--- src/rtl/core/ace_pkg.sv ---
// Shared types and codes for the accelerated encoder with click.
package ace_pkg;

  typedef enum logic [2:0] {
    MODE_TICK   = 3'd0,
    MODE_ROTATE = 3'd1,
    MODE_BUTTON = 3'd2,
    MODE_READ   = 3'd3,
    MODE_CLEAR  = 3'd4
  } ace_mode_t;

  typedef enum logic [2:0] {
    REG_MAX_POSITION = 3'd0,
    REG_SLOW_TICKS   = 3'd1,
    REG_FAST_TICKS   = 3'd2,
    REG_SHORT_CLICK  = 3'd3,
    REG_LONG_CLICK   = 3'd4
  } ace_reg_t;

  localparam logic [1:0] RPT_HELD  = 2'd0;
  localparam logic [1:0] RPT_IDLE  = 2'd1;
  localparam logic [1:0] RPT_SHORT = 2'd2;
  localparam logic [1:0] RPT_LONG  = 2'd3;

  localparam logic [15:0] MAX_POSITION_RESET = 16'd65535;
  localparam logic [11:0] SLOW_TICKS_RESET   = 12'd500;
  localparam logic [11:0] FAST_TICKS_RESET   = 12'd50;
  localparam logic [11:0] SHORT_CLICK_RESET  = 12'd10;
  localparam logic [11:0] LONG_CLICK_RESET   = 12'd100;

  localparam logic [6:0] STEP_SLOW = 7'd1;
  localparam logic [6:0] STEP_MED  = 7'd10;
  localparam logic [6:0] STEP_FAST = 7'd100;

  typedef struct packed {
    logic [2:0] mode;
    logic       pin_level;
  } ace_in_t;

  typedef struct packed {
    logic [15:0] position;
    logic [1:0]  button_report;
  } ace_out_t;

  typedef struct packed {
    logic [15:0] max_position;
    logic [11:0] slow_ticks;
    logic [11:0] fast_ticks;
    logic [11:0] short_click_ticks;
    logic [11:0] long_click_ticks;
  } ace_cfg_t;

endpackage

--- src/rtl/core/ace_regs.sv ---
// Configuration register file.
module ace_regs (
  input  logic              clk,
  input  logic              rst,
  input  logic              cfg_valid,
  input  logic [2:0]        cfg_index,
  input  logic [15:0]       cfg_data,
  output ace_pkg::ace_cfg_t cfg
);

  always_ff @(posedge clk) begin
    if (rst) begin
      cfg.max_position      <= ace_pkg::MAX_POSITION_RESET;
      cfg.slow_ticks        <= ace_pkg::SLOW_TICKS_RESET;
      cfg.fast_ticks        <= ace_pkg::FAST_TICKS_RESET;
      cfg.short_click_ticks <= ace_pkg::SHORT_CLICK_RESET;
      cfg.long_click_ticks  <= ace_pkg::LONG_CLICK_RESET;
    end else if (cfg_valid) begin
      case (cfg_index)
        ace_pkg::REG_MAX_POSITION: cfg.max_position      <= cfg_data;
        ace_pkg::REG_SLOW_TICKS:   cfg.slow_ticks        <= cfg_data[11:0];
        ace_pkg::REG_FAST_TICKS:   cfg.fast_ticks        <= cfg_data[11:0];
        ace_pkg::REG_SHORT_CLICK:  cfg.short_click_ticks <= cfg_data[11:0];
        ace_pkg::REG_LONG_CLICK:   cfg.long_click_ticks  <= cfg_data[11:0];
        default: ;
      endcase
    end
  end

endmodule

--- src/rtl/core/ace_core.sv ---
// Encoder state, timers, click classifier and result word for one event.
module ace_core #(
  parameter int TICK_LIMIT = 4094
) (
  input  logic              clk,
  input  logic              rst,
  input  logic              accept,
  input  ace_pkg::ace_in_t  in_word,
  input  ace_pkg::ace_cfg_t cfg,
  output ace_pkg::ace_out_t result
);

  localparam int TW = $clog2(TICK_LIMIT + 1);
  localparam int CW = (TW > 12) ? TW : 12;
  localparam logic [TW-1:0] LIMIT = TW'(TICK_LIMIT);

  typedef enum logic [3:0] {
    CS_HELD  = 4'b0001,
    CS_IDLE  = 4'b0010,
    CS_SHORT = 4'b0100,
    CS_LONG  = 4'b1000
  } click_t;

  logic [15:0]   enc_position, enc_position_next;
  logic [TW-1:0] rotation_ticks, rotation_ticks_next;
  logic [TW-1:0] press_ticks, press_ticks_next;
  click_t        click_state, click_state_next;

  logic [CW-1:0] rot_w, press_w;
  logic [6:0]    step;
  logic [15:0]   step16;
  logic          up_ok, down_ok;
  logic [1:0]    state_code;
  logic [1:0]    report;

  assign rot_w   = CW'(rotation_ticks);
  assign press_w = CW'(press_ticks);
  assign step16  = 16'(step);

  always_comb begin
    if (rot_w > CW'(cfg.slow_ticks))
      step = ace_pkg::STEP_SLOW;
    else if (rot_w < CW'(cfg.slow_ticks) && rot_w > CW'(cfg.fast_ticks))
      step = ace_pkg::STEP_MED;
    else if (rot_w < CW'(cfg.fast_ticks) && rot_w > CW'(1))
      step = ace_pkg::STEP_FAST;
    else
      step = '0;
  end

  // step <= max keeps the subtraction from wrapping
  assign up_ok   = (step16 <= cfg.max_position) &&
                   (enc_position <= cfg.max_position - step16);
  assign down_ok = (enc_position >= step16);

  always_comb begin
    case (click_state)
      CS_HELD:  state_code = ace_pkg::RPT_HELD;
      CS_IDLE:  state_code = ace_pkg::RPT_IDLE;
      CS_SHORT: state_code = ace_pkg::RPT_SHORT;
      CS_LONG:  state_code = ace_pkg::RPT_LONG;
      default:  state_code = ace_pkg::RPT_IDLE;
    endcase
  end

  always_comb begin
    enc_position_next   = enc_position;
    rotation_ticks_next = rotation_ticks;
    press_ticks_next    = press_ticks;
    click_state_next    = click_state;
    report              = ace_pkg::RPT_HELD;
    case (in_word.mode)
      ace_pkg::MODE_TICK: begin
        if (rotation_ticks != LIMIT)
          rotation_ticks_next = rotation_ticks + 1'b1;
        if (press_ticks != LIMIT)
          press_ticks_next = press_ticks + 1'b1;
        else if (click_state != CS_HELD)
          press_ticks_next = '0;
      end
      ace_pkg::MODE_ROTATE: begin
        if (!in_word.pin_level) begin
          if (up_ok) begin
            enc_position_next   = enc_position + step16;
            rotation_ticks_next = '0;
          end
        end else if (down_ok) begin
          enc_position_next   = enc_position - step16;
          rotation_ticks_next = '0;
        end
      end
      ace_pkg::MODE_BUTTON: begin
        if (!in_word.pin_level && click_state == CS_IDLE) begin
          press_ticks_next = '0;
          click_state_next = CS_HELD;
        end else if (in_word.pin_level && click_state == CS_HELD) begin
          if (press_w < CW'(cfg.short_click_ticks))
            click_state_next = CS_SHORT;
          else if (press_w > CW'(cfg.long_click_ticks))
            click_state_next = CS_LONG;
        end
      end
      ace_pkg::MODE_READ: begin
        if (click_state != CS_HELD) begin
          report           = state_code;
          click_state_next = CS_IDLE;
        end
      end
      ace_pkg::MODE_CLEAR: enc_position_next = '0;
      default: ;
    endcase
  end

  assign result.position      = enc_position_next;
  assign result.button_report = report;

  always_ff @(posedge clk) begin
    if (rst) begin
      enc_position   <= '0;
      rotation_ticks <= '0;
      press_ticks    <= '0;
      click_state    <= CS_IDLE;
    end else if (accept) begin
      enc_position   <= enc_position_next;
      rotation_ticks <= rotation_ticks_next;
      press_ticks    <= press_ticks_next;
      click_state    <= click_state_next;
    end
  end

endmodule

--- src/rtl/core/ace_out_buf.sv ---
// Result register with a one-word skid stage.
module ace_out_buf (
  input  logic              clk,
  input  logic              rst,
  input  logic              push,
  input  ace_pkg::ace_out_t push_word,
  output logic              full,
  output logic              out_valid,
  input  logic              out_stall,
  output ace_pkg::ace_out_t out_data
);

  ace_pkg::ace_out_t skid_word;
  logic              skid_valid;
  logic              out_fire;

  assign out_fire = out_valid && !out_stall;
  assign full     = skid_valid;

  always_ff @(posedge clk) begin
    if (rst) begin
      out_valid  <= 1'b0;
      skid_valid <= 1'b0;
    end else begin
      if (skid_valid) begin
        // no push while the skid holds a word
        if (out_fire) begin
          out_data   <= skid_word;
          skid_valid <= 1'b0;
        end
      end else if (push) begin
        if (!out_valid || out_fire) begin
          out_data  <= push_word;
          out_valid <= 1'b1;
        end else begin
          skid_word  <= push_word;
          skid_valid <= 1'b1;
        end
      end else if (out_fire) begin
        out_valid <= 1'b0;
      end
    end
  end

endmodule

--- src/rtl/core/accelerated_encoder_with_click.sv ---
// Top level: rotary encoder with speed-dependent step and click classification.
//
//   channel | direction | handshake          | word
//   in      | input     | in_valid/in_stall   | ace_in_t  (mode, pin_level)
//   out     | output    | out_valid/out_stall | ace_out_t (position, button_report)
//   cfg     | input     | cfg_valid/cfg_ready | cfg_index, cfg_data
//
// One event per cycle while in_stall is low. State update and result are one
// compare/add pass between the state registers and the result register, or the
// skid when out_stall holds the result register. A one-word skid keeps input open
// while it is empty; in_stall rises only when both result and skid are full.
// rst is synchronous: position and timers clear, click state goes idle,
// registers take their reset values. cfg_ready is always high.
module accelerated_encoder_with_click #(
  parameter int TICK_LIMIT = 4094
) (
  input  logic              clk,
  input  logic              rst,
  input  logic              in_valid,
  output logic              in_stall,
  input  ace_pkg::ace_in_t  in_data,
  output logic              out_valid,
  input  logic              out_stall,
  output ace_pkg::ace_out_t out_data,
  input  logic              cfg_valid,
  output logic              cfg_ready,
  input  logic [2:0]        cfg_index,
  input  logic [15:0]       cfg_data
);

  ace_pkg::ace_cfg_t cfg;
  ace_pkg::ace_out_t result;
  logic              accept;

  assign cfg_ready = 1'b1;
  assign accept    = in_valid && !in_stall;

  ace_regs u_regs (
    .clk       (clk),
    .rst       (rst),
    .cfg_valid (cfg_valid && cfg_ready),
    .cfg_index (cfg_index),
    .cfg_data  (cfg_data),
    .cfg       (cfg)
  );

  ace_core #(
    .TICK_LIMIT (TICK_LIMIT)
  ) u_core (
    .clk     (clk),
    .rst     (rst),
    .accept  (accept),
    .in_word (in_data),
    .cfg     (cfg),
    .result  (result)
  );

  ace_out_buf u_out (
    .clk       (clk),
    .rst       (rst),
    .push      (accept),
    .push_word (result),
    .full      (in_stall),
    .out_valid (out_valid),
    .out_stall (out_stall),
    .out_data  (out_data)
  );

`ifndef SYNTHESIS
  a_stall_needs_word: assert property (@(posedge clk) disable iff (rst)
    in_stall |-> out_valid)
    else $error("input stalled with no result pending");

  a_accept_gives_word: assert property (@(posedge clk) disable iff (rst)
    accept |=> out_valid)
    else $error("accepted word produced no result");

  a_skid_fill: assert property (@(posedge clk) disable iff (rst)
    $rose(in_stall) |-> $past(out_valid && out_stall && accept))
    else $error("skid filled without a stalled result");
`endif

endmodule

--- config.mk ---
export PLATFORM = sky130hd
export DESIGN_NAME = accelerated_encoder_with_click
export DESIGN_NICKNAME = d
export VERILOG_FILES = /design/src/rtl/core/ace_pkg.sv /design/src/rtl/core/ace_regs.sv /design/src/rtl/core/ace_core.sv /design/src/rtl/core/ace_out_buf.sv /design/src/rtl/core/accelerated_encoder_with_click.sv
export SDC_FILE = /design/constraint.sdc
export NUM_CORES = 1
export LEC_CHECK = 0
export BUFFER_PORTS_ARGS = -buffer_cell sky130_fd_sc_hd__buf_4
export CORE_MARGIN = 3
export CORE_UTILIZATION = 45
export CTS_BUF_LIST = sky130_fd_sc_hd__clkbuf_4
export CTS_CLUSTER_DIAMETER = 120
export DETAILED_ROUTE_END_ITERATION = 8
export HOLD_SLACK_MARGIN = 0.03
export PLACE_DENSITY_LB_ADDON = 0.12
export SLEW_MARGIN = 10
export SYNTH_ARGS = -nofsm -noshare
export SYNTH_HDL_FRONTEND = slang
export SYNTH_SLANG_ARGS = --single-unit
--- constraint.sdc ---
create_clock -name clk -period 9.05 [get_ports clk]
set_clock_uncertainty 0.1 [all_clocks]
set_input_delay 2.715 -clock clk [delete_from_list [all_inputs] [get_ports clk]]
set_output_delay 2.715 -clock clk [all_outputs]
set_load 0.01 [all_outputs]
# --- Word-level counts from Yosys, hierarchy flattened ---
# Index checks and enable logic that the tools add are counted.
# Widths: inputs -> output; s select.
totals:
  regBits: 146
  in_bits: 28
  output_inout_bits: 21
  wordCells: 125
classes:
  add_sub_neg: 5
  n_lt_le_gt_ge: 10
  eq_ne: 25
  n_mux: 36
  n_bitwise: 3
  n_reduce_logical: 31
op_table:
  columns: ["operator", "count"]
  rows:
  - ["$mux 12", 7]
  - ["$mux 18", 4]
  - ["$mux 16", 3]
  - ["$pmux 12 s2", 2]
  - ["$gt 12x12->1", 3]
  - ["$lt 12x12->1", 3]
  - ["$pmux 16 s2", 1]
  - ["$sub 16x7->16", 2]
  - ["$add 12x1->12 const B", 2]
  - ["$ne 12x12->1 const B", 2]
  - ["$mux 7", 3]
  - ["$mux 4", 5]
  - ["$add 16x7->16", 1]
  - ["$ge 16x7->1", 1]
  - ["$le 16x16->1", 1]
  - ["$le 7x16->1", 1]
  - ["$eq 3x2->1 const B", 4]
  - ["$gt 12x1->1 const B", 1]
  - ["$reduce_and 4->1", 3]
  - ["$reduce_bool 2->1", 6]
  - ["$reduce_and 2->1", 5]
  - ["$reduce_and 5->1", 2]
  - ["$ne 2x1->1 const B", 4]
  - ["$ne 4x1->1 const B", 2]
  - ["19 further kinds", 42]

# --- Depth between registers and ports, before layout ---
depth:
  depth_word: 14
  mapped_depth: 26
  ltp_nobuf: 25

# --- Modules after synthesis ---
# From an unflattened synthesis, not the netlist that was laid out.
unflattened:
  hier_cells: 1054
  hier_area_um2: 9465.3
modules_own_cells:
  columns: ["module", "instances", "cells_each", "area_each_um2", "seq_area_each_um2"]
  rows:
  - ["ace_core", 1, 739, 5466.5, 880.8]
  - ["ace_regs", 1, 244, 2568.7, 1281.2]
  - ["ace_out_buf", 1, 68, 1405.1, 1121.1]
  - ["accelerated_encoder_with_click", 1, 3, 25.0, 0.0]

# --- Worst setup path before layout ---
# Ideal clock, no wire load.
synth_path:
  path_type: "register -> register"
  startpoint: "reg u_core.rotation_ticks[9], in the netlist u_core.rot_w[9]"
  endpoint: "reg u_out.out_data[7] (netlist name)"
  setup_time_ns: 0.261
  arrival_ns: 5.327
  t_required_ns: 8.689
  setup_slack_ns: 3.362
  stages_incl_launch_ff: 24
  n_path_buf: 1
  synth_period_minus_slack_ns: 5.688
  cell_sequence: "dfxtp_1 -> ha_1 -> a21o_1 -> a21o_1 -> a21oi_1 -> o211ai_1 -> nor3_1 -> inv_1 -> ha_1 -> nor2b_1 -> o21ai_0 -> a21boi_0 -> o31a_1 -> o21ai_0 -> nor4b_1 -> xnor2_1 -> ha_1 -> nand4_1 -> a2111o_1 -> a31o_2 -> buf_2 -> a32oi_1 -> a2bb2oi_1 -> a221o_1"
synth_via:
  elab_chain_len: 14
  elab_cells_between_ends: 24
  classes_between: "3 x add/sub; 8 x order compare; 10 x mux; 3 x reduce/logical"
synth_rtl:
  columns: ["element", "line", "source"]
  rows:
  - ["start: declaration", "ace_core.sv:25", "logic [TW-1:0] rotation_ticks, rotation_ticks_next;"]
  - ["start signal: assignment", "ace_core.sv:125", "rotation_ticks <= rotation_ticks_next;"]
  - ["$lt 12x12->1 / $gt 12x1->1 (equally long branches)", "ace_core.sv:45", "else if (rot_w < CW'(cfg.fast_ticks) && rot_w > CW'(1))"]
  - ["$logic_and 1x1->1", "ace_core.sv:45", null]
  - ["$mux 7", "ace_core.sv:45", null]
  - ["$mux 7", "ace_core.sv:43", "else if (rot_w < CW'(cfg.slow_ticks) && rot_w > CW'(cfg.fast_ticks))"]
  - ["$mux 7 *", "ace_core.sv:41", "if (rot_w > CW'(cfg.slow_ticks))"]
  - ["$sub 16x7->16", "ace_core.sv:53", "(enc_position <= cfg.max_position - step16);"]
  - ["$le 16x16->1", "ace_core.sv:53", null]
  - ["$logic_and 1x1->1", "ace_core.sv:52", "assign up_ok = (step16 <= cfg.max_position) &&"]
  - ["$mux 16", "ace_core.sv:83", "if (up_ok) begin"]
  - ["$mux 16 *", "ace_core.sv:82", "if (!in_word.pin_level) begin"]
  - ["$pmux 16 s2 *", "ace_core.sv:72", "case (in_word.mode)"]
  - ["$mux 18 *", "ace_out_buf.sv:32", "if (!out_valid || out_fire) begin"]
  - ["$mux 18 *", "ace_out_buf.sv:31", "end else if (push) begin"]
  - ["$mux 18 *", "ace_out_buf.sv:25", "if (skid_valid) begin"]
# Mark *: on every way between the ends. The rest lies on a longest branch, timed or not. The select of a mux whose other input is x is not followed.
# A chain may end at the register's enable or synchronous reset.

# --- Worst setup path after layout ---
layout_path:
  startpoint: "reg u_core.rotation_ticks[9], in the netlist u_core.rot_w[9]"
  endpoint: "reg u_core.rotation_ticks[2], in the netlist u_core.rot_w[2]"
layout_via:
  elab_chain_len: 10
  elab_cells_between_ends: 20
  classes_between: "1 x add/sub; 8 x order compare; 4 x eq/ne; 3 x mux; 4 x reduce/logical"
layout_rtl:
  columns: ["element", "line"]
  rows:
  - ["$lt 12x12->1 / $gt 12x1->1 (equally long branches)", "ace_core.sv:45"]
  - ["$logic_and 1x1->1", "ace_core.sv:45"]
  - ["$mux 7", "ace_core.sv:45"]
  - ["$mux 7", "ace_core.sv:43"]
  - ["$mux 7", "ace_core.sv:41"]
  - ["$sub 16x7->16", "ace_core.sv:53"]
  - ["$le 16x16->1", "ace_core.sv:53"]
  - ["$logic_and 1x1->1", "ace_core.sv:52"]
  - ["$ne 3x2->1 (no source line)", null]
  - ["$reduce_and 5->1 (no source line) *", null]
# Mark *: on every way between the ends. The rest lies on a longest branch, timed or not.

==> flow_metrics.py <==
metrics = {
    "power": {
        "seqPwrFrac_pct": 51.6,
        "clock_power_share_pct": 35.6,
        "powerDensity_nw_per_um2": 134,
        "switching_share_pct": 28.1,
        "p_int_uw": 977,
        "p_comb_share_pct": 12.8,
        "vdd_drop_max_mv": 0.0798,
        "power_uw": 1360,
        "power_leakage_uw": 0.00416,
        "netSwitchingPower_uw": 382,
    },
    "clocking": {
        "cts_buffer_depth": 2,
        "ctsHoldBuffers": 0,
        "root_buffer": "clkbuf_4",
        "postCtsSetupBuffers": 0,
        "clock_sinks": 146,
        "htree_levels": 4,
        "cts_made_buffers": 17,
        "clk_pin_slew_worst_paths_ps": 150,
        "cts_tree": "done",
        "cts_resized": 0,
        "insertion_delay_ps": 570,
    },
    "synth": {
        "avgSynthCellArea_sq_um": 8.48,
        "yosysMostFrequentCell": "nand2_1",
        "post-synth-top-area-cell": "dfxtp_1",
        "synth-edff-count": 36,
        "synth_area_sq_um": 9290,
        "synth-seq-cells": 146,
        "synth_top_area_share_pct": 23.7,
        "ys.flop_type": "dfxtp_1",
        "async_reset_ff_share_pct": 0,
        "synth_commonest_cells": "nand2_1 (158), dfxtp_1 (110), ha_1 (87), a21oi_1 (82), inv_1 (79)",
        "yosys_warnings": 0,
        "syn-instance-count": 1096,
        "syn_nets": 1214,
        "ys_top_cells_by_area": "dfxtp_1 (24%), ha_1 (12%), edfxtp_1 (12%)",
        "ys_seq_area_share_pct": 35.3,
        "synth_cell_types": 88,
    },
    "placement": {
        "place_area_sq_um": 9840,
        "dp_cells": 1365,
        "place_congestion": 0.907,
        "dp_hpwl_um": 17400,
        "port-buffer-count": 47,
    },
    "cells_and_area": {
        "nets": 1237,
        "final_core_util_pct": 51.2,
        "design_area_sq_um": 10200,
        "syn2layout_area_growth_pct": 9.36,
        "drive_gt1_share_pct": 10.6,
        "instances_no_fill": 1398,
    },
    "route": {
        "antenna_left": 0,
        "via_per_inst": 5.67,
        "routed_wl_um": 24000,
        "vias": 7931,
        "drc": 0,
        "routedWlPerCell_um": 17.2,
        "detail_route.first_pass.iterations": 5,
        "drtIter0Drc": 499,
    },
    "timing": {
        "finalCriticalPeriod_ps": 7150,
        "setup_viol": 0,
        "final_hold_viol_count": 0,
        "fmax_mhz": 140,
        "finalMaxSlewViolations": 0,
        "slew_headroom_pct": 26.1,
        "fin_setup_tns_ps": 0,
        "worstMarginPinSlew_ps": 1100,
        "rsz0062_at_grt": "no",
        "post-route-period-util_pct": 79.0,
    },
    "critical_path": {
        "crit_type": "register to register",
        "worst_setup_path_end_kind": "register",
        "path_max_fanout": 19,
        "startpoint_type": "register",
        "critPathRequiredTime_ps": 9440,
        "cp_data_arrival_time_ps": 7550,
    },
    "status": {
        "status": "finished, final reports clean",
    },
    "global_route": {
        "grt_pass1_vias": 7375,
        "overflow": 0,
        "grt_start_max_net_pins": 65,
        "grt_pass1_wl_um": 38900,
        "antenna_found_initial": 1,
        "track_usage_pct": 21.9,
    },
    "die": {
        "num_io_pins": 49,
        "rows": 51,
        "coreArea_sq_um": 19800,
        "dieArea_sq_um": 22400,
        "start_util_pct": 46.8,
        "die_y_um": 150,
        "die-width_um": 150,
    },
    "min_path": {
        "hold_class": "register to register",
    },
    "job": {
        "drv_cap": 0,
    },
}
[worst paths after layout]
kind / startpoint / end / slack [ps] / depth (start not counted)
hold / removal: u_regs.cfg[22]$_SDFFE_PP0P_ / u_regs.cfg[22]$_SDFFE_PP0P_ / 360 / 2
setup / recovery: u_core.rot_w[9]$_SDFFE_PP0P_ / u_core.rot_w[2]$_SDFFE_PP0P_ / 1900 / 23
setup reg to reg: u_core.rot_w[9]$_SDFFE_PP0P_ / u_core.rot_w[2]$_SDFFE_PP0P_ / 1900 / 23
hold reg to reg: u_regs.cfg[22]$_SDFFE_PP0P_ / u_regs.cfg[22]$_SDFFE_PP0P_ / 360 / 2
[power by group through the flow]
stage / sequential, uW / clock (uW) / combinational, uW
after floorplan: 714 / 0 / 114
after global placement: 716 / 0 / 172
after detailed placement: 716 / 0 / 173
after CTS: 701 / 496 / 174
after global routing: 704 / 524 / 193
final: 701 / 484 / 174
[critical path, stage by stage, from the launching register on]
cell and delay [ps]:
dfxtp_1 510, ha_1 300, a21o_1 160, a21o_1 160
a21oi_1 150, o211ai_1 120, nor3_1 670, inv_1 330
ha_1 360, nor2b_1 130, o21ai_0 170, a21boi_0 140
o31a_1 260, o21ai_0 410, nor4b_1 360, xnor2_1 120
ha_1 310, nand4_1 150, nor4_1 420, nand2b_1 160
a31o_2 140, nand4_1 580, or4b_1 710, a21oi_1 140
[logic make-up (layout without fill, tap and decap cells)]
family / after synthesis / after routing / synth area share [%]
other: 1 / 2 / 0.0403
buffers and inverters: 133 / 169 / 5.63
AOI/OAI and AO/OA: 274 / 274 / 20.0
muxes: 22 / 22 / 2.45
DFF: 146 / 146 / 35.3
and+or+nand+nor: 403 / 403 / 21.7
adders and majority gates: 90 / 90 / 12.4
xor gates and xnor gates: 27 / 27 / 2.54
[sequential cells by signal, indices dropped and copies added, names as in the netlist]
signal	cells
u_core.rot_w	12
u_out.skid_word	18
u_core.enc_position	16
u_out.out_data	18
u_core.press_ticks	12
u_out.full	1
u_out.out_valid	1
u_regs.cfg	64
u_core.click_state	4
[cells in the final DEF, fill, tap and decap left out, drive strengths merged, types with 15 or more instances in the layout]
cell,instances
a21o,19
a21oi,85
a31oi,22
buf,56
clkbuf,19
dfxtp,110
edfxtp,36
ha,87
inv,84
mux2i,16
nand2,158
nand3,38
nand4,27
nor2,69
nor3,15
o211ai,27
o21ai,41
[per-layer routing]
metal	global-route usage, %	up-vias	part of all wire, %
met4	5.58	0	1.2
met2	36.1	196	47
met5	0	-	0
met3	3.66	24	4.2
li1	-	4024	-
met1	30.1	3687	48
[layout make-up]
| cell class | count | area (sq um) |
|---|---|---|
| fill | 1910 | 9680 |
| multi-input combinational | 817 | 5500 |
| sequential | 146 | 3280 |
| timing repair buffer | 56 | 420 |
| tap | 265 | 332 |
| inverter | 81 | 304 |
| clock inverter | 13 | 180 |
| clock buffer | 19 | 143 |
| antenna | 1 | 2.50 |
[per-stage QoR]
stage | setup WS [ps] | hold WS (ps)
2_1_floorplan | 3360 | 336
3_3_place_gp | 2250 | 344
3_5_place_dp | 2010 | 347
4_1_cts | 1970 | 365
5_1_grt | 1180 | 385
6_report | 1900 | 362
Power figures use the tool's default switching activity.
